`src/a64d_pkg.sv`:
```
// Shared types, codes and encoding masks for the A64 decoder.
`timescale 1ns / 1ps
package a64d_pkg;

    localparam int QUEUE_DEPTH = 2;

    // status codes
    localparam logic [1:0] ST_OK      = 2'd0;
    localparam logic [1:0] ST_UNSUP   = 2'd1;
    localparam logic [1:0] ST_INVALID = 2'd2;

    // operation codes
    localparam logic [4:0] OP_ADRP = 5'd0;
    localparam logic [4:0] OP_ADR  = 5'd1;
    localparam logic [4:0] OP_ADD  = 5'd2;
    localparam logic [4:0] OP_AND  = 5'd6;
    localparam logic [4:0] OP_MOVN = 5'd10;
    localparam logic [4:0] OP_MOVZ = 5'd11;
    localparam logic [4:0] OP_MOVK = 5'd12;
    localparam logic [4:0] OP_SBFM = 5'd13;
    localparam logic [4:0] OP_EXT  = 5'd16;

    // opc field values
    localparam logic [1:0] OPC_0 = 2'd0;
    localparam logic [1:0] OPC_1 = 2'd1;
    localparam logic [1:0] OPC_2 = 2'd2;
    localparam logic [1:0] OPC_3 = 2'd3;

    // subclass found by the front end
    typedef logic [2:0] t_kind;
    localparam t_kind KIND_ADR     = 3'd0;
    localparam t_kind KIND_ADDSUB  = 3'd1;
    localparam t_kind KIND_LOGIC   = 3'd2;
    localparam t_kind KIND_MOVW    = 3'd3;
    localparam t_kind KIND_BITF    = 3'd4;
    localparam t_kind KIND_EXTR    = 3'd5;
    localparam t_kind KIND_UNSUP   = 3'd6;
    localparam t_kind KIND_INVALID = 3'd7;

    typedef struct packed {
        t_kind       kind;
        logic [31:0] word;
    } t_qent;

    // top-level groups
    localparam logic [31:0] M_GRP_DPI  = 32'h1C00_0000;
    localparam logic [31:0] V_GRP_DPI  = 32'h1000_0000;
    localparam logic [31:0] V_GRP_BRS  = 32'h1400_0000;
    localparam logic [31:0] M_GRP_LDST = 32'h0A00_0000;
    localparam logic [31:0] V_GRP_LDST = 32'h0800_0000;
    localparam logic [31:0] M_GRP_DPR  = 32'h0E00_0000;
    localparam logic [31:0] V_GRP_DPR  = 32'h0A00_0000;
    localparam logic [31:0] V_GRP_SIMD = 32'h0E00_0000;

    // data processing immediate subclasses
    localparam logic [31:0] M_DPI_A = 32'h1F00_0000;
    localparam logic [31:0] M_DPI_B = 32'h1F80_0000;
    localparam logic [31:0] V_ADR   = 32'h1000_0000;
    localparam logic [31:0] V_ADDS  = 32'h1100_0000;
    localparam logic [31:0] V_LOGI  = 32'h1200_0000;
    localparam logic [31:0] V_MOVW  = 32'h1280_0000;
    localparam logic [31:0] V_BITF  = 32'h1300_0000;
    localparam logic [31:0] V_EXTR  = 32'h1380_0000;

    function automatic logic hit(input logic [31:0] w, input logic [31:0] m,
                                 input logic [31:0] v);
        hit = (w & m) == v;
    endfunction

    function automatic logic brs_known(input logic [31:0] w);
        brs_known = hit(w, 32'h7C00_0000, 32'h1400_0000) ||
                    hit(w, 32'h7E00_0000, 32'h3400_0000) ||
                    hit(w, 32'h7E00_0000, 32'h3600_0000) ||
                    hit(w, 32'hFE00_0000, 32'h5400_0000) ||
                    hit(w, 32'hFF00_0000, 32'hD400_0000) ||
                    hit(w, 32'hFFC0_0000, 32'hD500_0000) ||
                    hit(w, 32'hFE00_0000, 32'hD600_0000);
    endfunction

    function automatic logic dpr_known(input logic [31:0] w);
        dpr_known = hit(w, 32'h1F00_0000, 32'h0A00_0000) ||
                    hit(w, 32'h1F20_0000, 32'h0B00_0000) ||
                    hit(w, 32'h1F20_0000, 32'h0B20_0000) ||
                    hit(w, 32'h1FE0_0000, 32'h1A00_0000) ||
                    hit(w, 32'h1FE0_0800, 32'h1A40_0000) ||
                    hit(w, 32'h1FE0_0800, 32'h1A40_0800) ||
                    hit(w, 32'h1FE0_0000, 32'h1A80_0000) ||
                    hit(w, 32'h1F00_0000, 32'h1B00_0000) ||
                    hit(w, 32'h5FE0_0000, 32'h1AC0_0000) ||
                    hit(w, 32'h5FE0_0000, 32'h5AC0_0000);
    endfunction

endpackage

```
`src/a64d_front.sv`:
```
// Front end: takes instruction words and tags each with its subclass.
`timescale 1ns / 1ps
module a64d_front (
    input  logic             i_clk,
    input  logic             i_rst_n,
    input  logic             i_start,
    input  logic [31:0]      i_word,
    input  logic             i_q_full,
    output logic             o_ready,
    output logic             o_push,
    output a64d_pkg::t_qent  o_ent
);
    logic            r_valid, n_valid;
    a64d_pkg::t_qent r_ent;
    a64d_pkg::t_kind n_kind;
    logic            accept;

    always_comb begin
        if (a64d_pkg::hit(i_word, a64d_pkg::M_GRP_DPI, a64d_pkg::V_GRP_DPI)) begin
            if (a64d_pkg::hit(i_word, a64d_pkg::M_DPI_A, a64d_pkg::V_ADR))
                n_kind = a64d_pkg::KIND_ADR;
            else if (a64d_pkg::hit(i_word, a64d_pkg::M_DPI_A, a64d_pkg::V_ADDS))
                n_kind = a64d_pkg::KIND_ADDSUB;
            else if (a64d_pkg::hit(i_word, a64d_pkg::M_DPI_B, a64d_pkg::V_LOGI))
                n_kind = a64d_pkg::KIND_LOGIC;
            else if (a64d_pkg::hit(i_word, a64d_pkg::M_DPI_B, a64d_pkg::V_MOVW))
                n_kind = a64d_pkg::KIND_MOVW;
            else if (a64d_pkg::hit(i_word, a64d_pkg::M_DPI_B, a64d_pkg::V_BITF))
                n_kind = a64d_pkg::KIND_BITF;
            else if (a64d_pkg::hit(i_word, a64d_pkg::M_DPI_B, a64d_pkg::V_EXTR))
                n_kind = a64d_pkg::KIND_EXTR;
            else
                n_kind = a64d_pkg::KIND_INVALID;
        end else if (a64d_pkg::hit(i_word, a64d_pkg::M_GRP_DPI, a64d_pkg::V_GRP_BRS)) begin
            n_kind = a64d_pkg::brs_known(i_word) ? a64d_pkg::KIND_UNSUP
                                                 : a64d_pkg::KIND_INVALID;
        end else if (a64d_pkg::hit(i_word, a64d_pkg::M_GRP_LDST, a64d_pkg::V_GRP_LDST)) begin
            n_kind = a64d_pkg::KIND_UNSUP;
        end else if (a64d_pkg::hit(i_word, a64d_pkg::M_GRP_DPR, a64d_pkg::V_GRP_DPR)) begin
            n_kind = a64d_pkg::dpr_known(i_word) ? a64d_pkg::KIND_UNSUP
                                                 : a64d_pkg::KIND_INVALID;
        end else if (a64d_pkg::hit(i_word, a64d_pkg::M_GRP_DPR, a64d_pkg::V_GRP_SIMD)) begin
            n_kind = a64d_pkg::KIND_UNSUP;
        end else begin
            n_kind = a64d_pkg::KIND_INVALID;
        end
    end

    assign o_push  = r_valid && !i_q_full;
    assign o_ready = i_rst_n && (!r_valid || !i_q_full);
    assign accept  = i_start && o_ready;
    assign o_ent   = r_ent;

    always_comb begin
        n_valid = r_valid;
        if (accept)
            n_valid = 1'b1;
        else if (o_push)
            n_valid = 1'b0;
    end

    always_ff @(posedge i_clk) begin
        if (!i_rst_n) begin
            r_valid <= 1'b0;
        end else begin
            r_valid <= n_valid;
        end
    end

    always_ff @(posedge i_clk) begin
        if (accept) begin
            r_ent.kind <= n_kind;
            r_ent.word <= i_word;
        end
    end

endmodule

```
`src/a64d_queue.sv`:
```
// Small FIFO between the classify and decode stages.
`timescale 1ns / 1ps
module a64d_queue #(
    parameter int DEPTH = a64d_pkg::QUEUE_DEPTH
) (
    input  logic             i_clk,
    input  logic             i_rst_n,
    input  logic             i_push,
    input  a64d_pkg::t_qent  i_ent,
    input  logic             i_pop,
    output logic             o_full,
    output logic             o_valid,
    output a64d_pkg::t_qent  o_ent
);
    localparam int AW = (DEPTH > 1) ? $clog2(DEPTH) : 1;
    localparam int CW = $clog2(DEPTH + 1);
    localparam logic [AW-1:0] LAST = AW'(DEPTH - 1);
    localparam logic [CW-1:0] FULL = CW'(DEPTH);

    a64d_pkg::t_qent r_mem [DEPTH];
    logic [AW-1:0]   r_wr_ptr, n_wr_ptr;
    logic [AW-1:0]   r_rd_ptr, n_rd_ptr;
    logic [CW-1:0]   r_count, n_count;
    logic            do_push, do_pop;

    assign o_full  = (r_count == FULL);
    assign o_valid = (r_count != '0);
    assign o_ent   = r_mem[r_rd_ptr];
    assign do_push = i_push && !o_full;
    assign do_pop  = i_pop && o_valid;

    always_comb begin
        n_wr_ptr = r_wr_ptr;
        n_rd_ptr = r_rd_ptr;
        n_count  = r_count;
        if (do_push)
            n_wr_ptr = (r_wr_ptr == LAST) ? '0 : r_wr_ptr + 1'b1;
        if (do_pop)
            n_rd_ptr = (r_rd_ptr == LAST) ? '0 : r_rd_ptr + 1'b1;
        if (do_push && !do_pop)
            n_count = r_count + 1'b1;
        else if (do_pop && !do_push)
            n_count = r_count - 1'b1;
    end

    always_ff @(posedge i_clk) begin
        if (!i_rst_n) begin
            r_wr_ptr <= '0;
            r_rd_ptr <= '0;
            r_count  <= '0;
        end else begin
            r_wr_ptr <= n_wr_ptr;
            r_rd_ptr <= n_rd_ptr;
            r_count  <= n_count;
        end
    end

    always_ff @(posedge i_clk) begin
        if (do_push)
            r_mem[r_wr_ptr] <= i_ent;
    end

endmodule

```
`src/a64d_back.sv`:
```
// Back end: field extraction and registered decode record.
`timescale 1ns / 1ps
module a64d_back (
    input  logic             i_clk,
    input  logic             i_rst_n,
    input  logic             i_valid,
    input  a64d_pkg::t_qent  i_ent,
    output logic             o_valid,
    output logic [1:0]       o_status,
    output logic [4:0]       o_operation,
    output logic             o_wide,
    output logic [4:0]       o_dest_reg,
    output logic [4:0]       o_first_src_reg,
    output logic [4:0]       o_second_src_reg,
    output logic [20:0]      o_immediate,
    output logic [1:0]       o_shift_amount,
    output logic [5:0]       o_imms_field,
    output logic [5:0]       o_immr_field
);
    logic        r_valid;
    logic [1:0]  r_status, n_status;
    logic [4:0]  r_op, n_op;
    logic        r_wide, n_wide;
    logic [4:0]  r_rd, n_rd;
    logic [4:0]  r_rn, n_rn;
    logic [4:0]  r_rm, n_rm;
    logic [20:0] r_imm, n_imm;
    logic [1:0]  r_shift, n_shift;
    logic [5:0]  r_imms, n_imms;
    logic [5:0]  r_immr, n_immr;
    logic [31:0] w;
    logic [1:0]  opc;

    assign w   = i_ent.word;
    assign opc = w[30:29];

    always_comb begin
        n_status = a64d_pkg::ST_OK;
        n_op     = '0;
        n_wide   = w[31];
        n_rd     = w[4:0];
        n_rn     = w[9:5];
        n_rm     = '0;
        n_imm    = '0;
        n_shift  = '0;
        n_imms   = '0;
        n_immr   = '0;
        unique case (i_ent.kind)
            a64d_pkg::KIND_ADR: begin
                n_op   = w[31] ? a64d_pkg::OP_ADRP : a64d_pkg::OP_ADR;
                n_wide = 1'b1;
                n_rn   = '0;
                n_imm  = {w[23:5], opc};
            end
            a64d_pkg::KIND_ADDSUB: begin
                n_op    = a64d_pkg::OP_ADD + {3'b000, opc};
                n_imm   = {9'd0, w[21:10]};
                n_shift = w[23:22];
            end
            a64d_pkg::KIND_LOGIC: begin
                n_op   = a64d_pkg::OP_AND + {3'b000, opc};
                n_imms = w[15:10];
                n_immr = w[21:16];
            end
            a64d_pkg::KIND_MOVW: begin
                case (opc)
                    a64d_pkg::OPC_0: n_op = a64d_pkg::OP_MOVN;
                    a64d_pkg::OPC_2: n_op = a64d_pkg::OP_MOVZ;
                    a64d_pkg::OPC_3: n_op = a64d_pkg::OP_MOVK;
                    default:         n_status = a64d_pkg::ST_INVALID;
                endcase
                n_rn    = '0;
                n_imm   = {5'd0, w[20:5]};
                n_shift = w[22:21];
            end
            a64d_pkg::KIND_BITF: begin
                if (opc == a64d_pkg::OPC_3)
                    n_status = a64d_pkg::ST_INVALID;
                n_op   = a64d_pkg::OP_SBFM + {3'b000, opc};
                n_imms = w[15:10];
                n_immr = w[21:16];
            end
            a64d_pkg::KIND_EXTR: begin
                if (opc != a64d_pkg::OPC_0)
                    n_status = a64d_pkg::ST_INVALID;
                n_op   = a64d_pkg::OP_EXT;
                n_rm   = w[20:16];
                n_imms = w[15:10];
            end
            a64d_pkg::KIND_UNSUP:   n_status = a64d_pkg::ST_UNSUP;
            a64d_pkg::KIND_INVALID: n_status = a64d_pkg::ST_INVALID;
            default:                n_status = a64d_pkg::ST_INVALID;
        endcase
        // anything not decoded reports an all-zero record
        if (n_status != a64d_pkg::ST_OK) begin
            n_op    = '0;
            n_wide  = 1'b0;
            n_rd    = '0;
            n_rn    = '0;
            n_rm    = '0;
            n_imm   = '0;
            n_shift = '0;
            n_imms  = '0;
            n_immr  = '0;
        end
    end

    always_ff @(posedge i_clk) begin
        if (!i_rst_n) begin
            r_valid <= 1'b0;
        end else begin
            r_valid <= i_valid;
        end
    end

    always_ff @(posedge i_clk) begin
        if (i_valid) begin
            r_status <= n_status;
            r_op     <= n_op;
            r_wide   <= n_wide;
            r_rd     <= n_rd;
            r_rn     <= n_rn;
            r_rm     <= n_rm;
            r_imm    <= n_imm;
            r_shift  <= n_shift;
            r_imms   <= n_imms;
            r_immr   <= n_immr;
        end
    end

    assign o_valid          = r_valid;
    assign o_status         = r_status;
    assign o_operation      = r_op;
    assign o_wide           = r_wide;
    assign o_dest_reg       = r_rd;
    assign o_first_src_reg  = r_rn;
    assign o_second_src_reg = r_rm;
    assign o_immediate      = r_imm;
    assign o_shift_amount   = r_shift;
    assign o_imms_field     = r_imms;
    assign o_immr_field     = r_immr;

endmodule

```
`src/a64_instruction_decoder.sv`:
```
// Top level of the A64 instruction decoder.
//
//  channel   | handshake          | payload
//  ----------+--------------------+-------------------------------------------
//  command   | start / busy       | i_instruction_word
//  result    | o_valid (strobe)   | o_status .. o_immr_field
//
// One instruction per cycle sustained; a result strobes once its command transaction
// has passed the classify register, a FIFO slot and the decode output register.
// The decode stage drains the FIFO every cycle, so busy stays low except
// while i_rst_n is held low. Synchronous active-low reset empties all stages.
// The result port has no stall; each record is shown for exactly one cycle.
`timescale 1ns / 1ps
module a64_instruction_decoder #(
    parameter int QUEUE_DEPTH = a64d_pkg::QUEUE_DEPTH
) (
    input  logic        i_clk,
    input  logic        i_rst_n,
    input  logic        start,
    output logic        busy,
    input  logic [31:0] i_instruction_word,
    output logic        o_valid,
    output logic [1:0]  o_status,
    output logic [4:0]  o_operation,
    output logic        o_wide,
    output logic [4:0]  o_dest_reg,
    output logic [4:0]  o_first_src_reg,
    output logic [4:0]  o_second_src_reg,
    output logic [20:0] o_immediate,
    output logic [1:0]  o_shift_amount,
    output logic [5:0]  o_imms_field,
    output logic [5:0]  o_immr_field
);
    logic            front_ready;
    logic            push;
    a64d_pkg::t_qent push_ent;
    logic            q_full;
    logic            q_valid;
    a64d_pkg::t_qent q_ent;

    assign busy = !front_ready;

    a64d_front u_front (
        .i_clk   (i_clk),
        .i_rst_n (i_rst_n),
        .i_start (start),
        .i_word  (i_instruction_word),
        .i_q_full(q_full),
        .o_ready (front_ready),
        .o_push  (push),
        .o_ent   (push_ent)
    );

    a64d_queue #(
        .DEPTH(QUEUE_DEPTH)
    ) u_queue (
        .i_clk  (i_clk),
        .i_rst_n(i_rst_n),
        .i_push (push),
        .i_ent  (push_ent),
        .i_pop  (q_valid),
        .o_full (q_full),
        .o_valid(q_valid),
        .o_ent  (q_ent)
    );

    a64d_back u_back (
        .i_clk           (i_clk),
        .i_rst_n         (i_rst_n),
        .i_valid         (q_valid),
        .i_ent           (q_ent),
        .o_valid         (o_valid),
        .o_status        (o_status),
        .o_operation     (o_operation),
        .o_wide          (o_wide),
        .o_dest_reg      (o_dest_reg),
        .o_first_src_reg (o_first_src_reg),
        .o_second_src_reg(o_second_src_reg),
        .o_immediate     (o_immediate),
        .o_shift_amount  (o_shift_amount),
        .o_imms_field    (o_imms_field),
        .o_immr_field    (o_immr_field)
    );

endmodule

```
`config.mk`:
```
export PLATFORM = sky130hd
export DESIGN_NAME = a64_instruction_decoder
export DESIGN_NICKNAME = d
export VERILOG_FILES = /design/src/a64d_pkg.sv /design/src/a64d_front.sv /design/src/a64d_queue.sv /design/src/a64d_back.sv /design/src/a64_instruction_decoder.sv
export SDC_FILE = /design/constraint.sdc
export NUM_CORES = 1
export LEC_CHECK = 0
export BUFFER_PORTS_ARGS = -buffer_cell sky130_fd_sc_hd__buf_2
export CORE_ASPECT_RATIO = 0.9
export CORE_MARGIN = 3
export CORE_UTILIZATION = 36
export DETAILED_ROUTE_END_ITERATION = 8
export HOLD_SLACK_MARGIN = 0.1
export PLACE_DENSITY = 0.51
export SLEW_MARGIN = 20
export SYNTH_ARGS = -nofsm -noshare
export SYNTH_HDL_FRONTEND = slang
export SYNTH_HIERARCHICAL = 1
export SYNTH_SLANG_ARGS = --single-unit
```
`constraint.sdc`:
```
create_clock -name i_clk -period 8.5 [get_ports i_clk]
set_input_delay 1.7 -clock i_clk [delete_from_list [all_inputs] [get_ports i_clk]]
set_output_delay 1.7 -clock i_clk [all_outputs]
set_load 0.01 [all_outputs]
```
==> results.cfg <==
[route]
routedWlPerCell_um = 16.4
dr.first_iter.drc_count = 283
drtPass1Iterations = 4
vias_per_cell = 4.65
drc = 0
num_vias = 3467
wl_mm = 12.2
ant_nets = 0

[sta]
hold_viol_final = 0
maxSlewViolCount = 0
relSlewSlack_pct = 43.9
fin_tns_setup_ns = 0
holdWs_ns = 0.442
rsz0062_at_grt = no
fmax_mhz = 252
fin_crit_sh_pct = 46.6
finalCriticalPeriod_ns = 3.96
fin_skew_ns = 0.0263
worst_pin_slew_ns = 0.841
setup_viol = 0
worst_slack_ns = 4.54

[logic_synthesis]
syn_nets = 434
synth.avg_cell_area_sq_um = 16.0
syn-instance-count = 393
syn_area_sq_um = 6280
synth_warnings = 6

[cells_and_area]
diodes = 0
instances_no_fill = 745
multi_input_area_sq_um = 1580
largest_register_ffs = 60
ff_latch_area_sq_um = 4580
fillerInstances = 1535
layout_commonest_cell = edfxtp_1
layout_common_cells = edfxtp_1, buf_2, mux2_2
final_nets = 538
area_delta_synth_final_pct = 20.8
largest-register = u_queue/r_mem
drive_above_1_share_pct = 34.7

[worst_setup_path]
reg2regPathDepth = 6
crit_path_end_kind = output port
slowest_stage = a21boi_0
r2r_end = u_back/o_dest_reg[2]
critical_path.most_common_cell = buf_2
critPathRequiredTime_ns = 6.80
r2r_slack_ns = 5.30
startpoint_type = primary input
cp-startpoint = i_rst_n
worst_ep_arrival_time_ns = 2.26
worstSetupPathType = in -> out
crit_fanout = 8
crit_end = busy
max_stage_delay_ns = 0.22
worstPathCellList = buf_2 -> a21boi_0 -> inv_1 -> buf_2

[power_and_ir_drop]
switching_share_pct = 29.6
p_sw_uw = 730
powerDensity_nw_per_um2 = 326
ir_drop_mv = 0.155
clockPowerShare_pct = 29.7
leakagePower_nw = 2.74
p_int_mw = 1.74
p_seq_share_pct = 44.7
share_comb_of_total_power_pct = 25.6

[cts]
clkLatencyLatePin_ns = 0.43
htree_levels = 4
cts_setup_buffers = 0
cts.sinks = 155
cts.clk_slew.worst_paths_ns = 0.06
cts_tree = done
clockBufferDepth = 2
cts_root_buf = clkbuf_16
cts_resized = 0
cts_buffers = 17
ctsHoldBuffers = 0

[floorplan]
rows = 45
initial_utilization_pct = 36.9
die_h_um = 131
dieArea_sq_um = 19100
fp.coreArea_sq_um = 17000
io_pins = 95
fp.dieW_um = 145

[global_route]
use_met1_pct = 18.1
use_met2_pct = 18.7
grt_max_degree = 61
grtUsageTotal_pct = 13.1
grt_pass1_wl_mm = 19.3
antenna_found_initial = 1
met3_usage_pct = 4.90
grt_pass1_vias = 3446
grt_overflow = 0
grt.busiest_layer = met2

[placement]
place_ws_ns = 4.53
dp_hpwl_mm = 8.15
placed_cells = 713
io_buffers = 94
routabilityCongestion = 0.774

[flow_run]
maxCapViolCount = 0

[min_path]
min_path_type = reg -> reg

[outcome]
status = finished clean
-- how the worst min path moves through the flow --
stage / to / depth (start not counted) / from / slack (ns)
finish: u_queue/r_mem[0][17] / 0 / u_front/o_ent[17] / 0.44
global route: u_queue/r_mem[0][8] / 0 / u_front/o_ent[8] / 0.45
CTS: u_queue/r_mem[0][8] / 0 / u_front/o_ent[8] / 0.44
detailed placement: u_queue/r_mem[1][8] / 0 / u_front/o_ent[8] / 0.43
global placement: u_queue/r_mem[0][0] / 0 / u_front/o_ent[0] / 0.43
floorplan: u_queue/r_mem[0][0] / 0 / u_front/o_ent[0] / 0.42
-- area by class of cell --
type / count / area share [%]
Clock inverter: 10 / 1.57
Clock buffer: 22 / 6.12
Inverter: 8 / 0.396
Sequential cell: 155 / 60.4
Tap cell: 235 / 3.88
Timing Repair Buffer: 100 / 6.80
Multi-Input combinational cell: 215 / 20.8
-- worst max-delay path, delay by kind of cell --
family                 cells  cell delay (ns)
AOI/OAI and AO/OA          1             0.22
buffers and inverters      3             0.34
-- power groups by stage --
| stage | Sequential (mW) | Combinational (mW) | Clock [mW] |
|---|---|---|---|
| 2_1_floorplan | 1.17 | 0.360 | 0 |
| 3_3_place_gp | 1.12 | 0.634 | 0 |
| 3_5_place_dp | 1.12 | 0.638 | 0 |
| 4_1_cts | 1.11 | 0.641 | 0.753 |
| 5_1_grt | 1.12 | 0.698 | 0.787 |
| 6_report | 1.10 | 0.632 | 0.734 |
-- metal layers --
metal	wire length, um	vias up
li1	-	1682
met1	5750	1687
met2	5570	92
met3	735	6
met4	130	0
met5	0	-
-- through the flow --
step / power (mW) / util, % / area (sq um)
final: 2.47 / 44.6 / 7590
after global routing: 2.61 / 44.6 / 7590
after CTS: 2.50 / 44.6 / 7590
after detailed placement: 1.76 / 41.2 / 7000
after global placement: 1.75 / 41.2 / 7000
after floorplan: 1.53 / - / 6280
(Power assumes the default switching activity.)
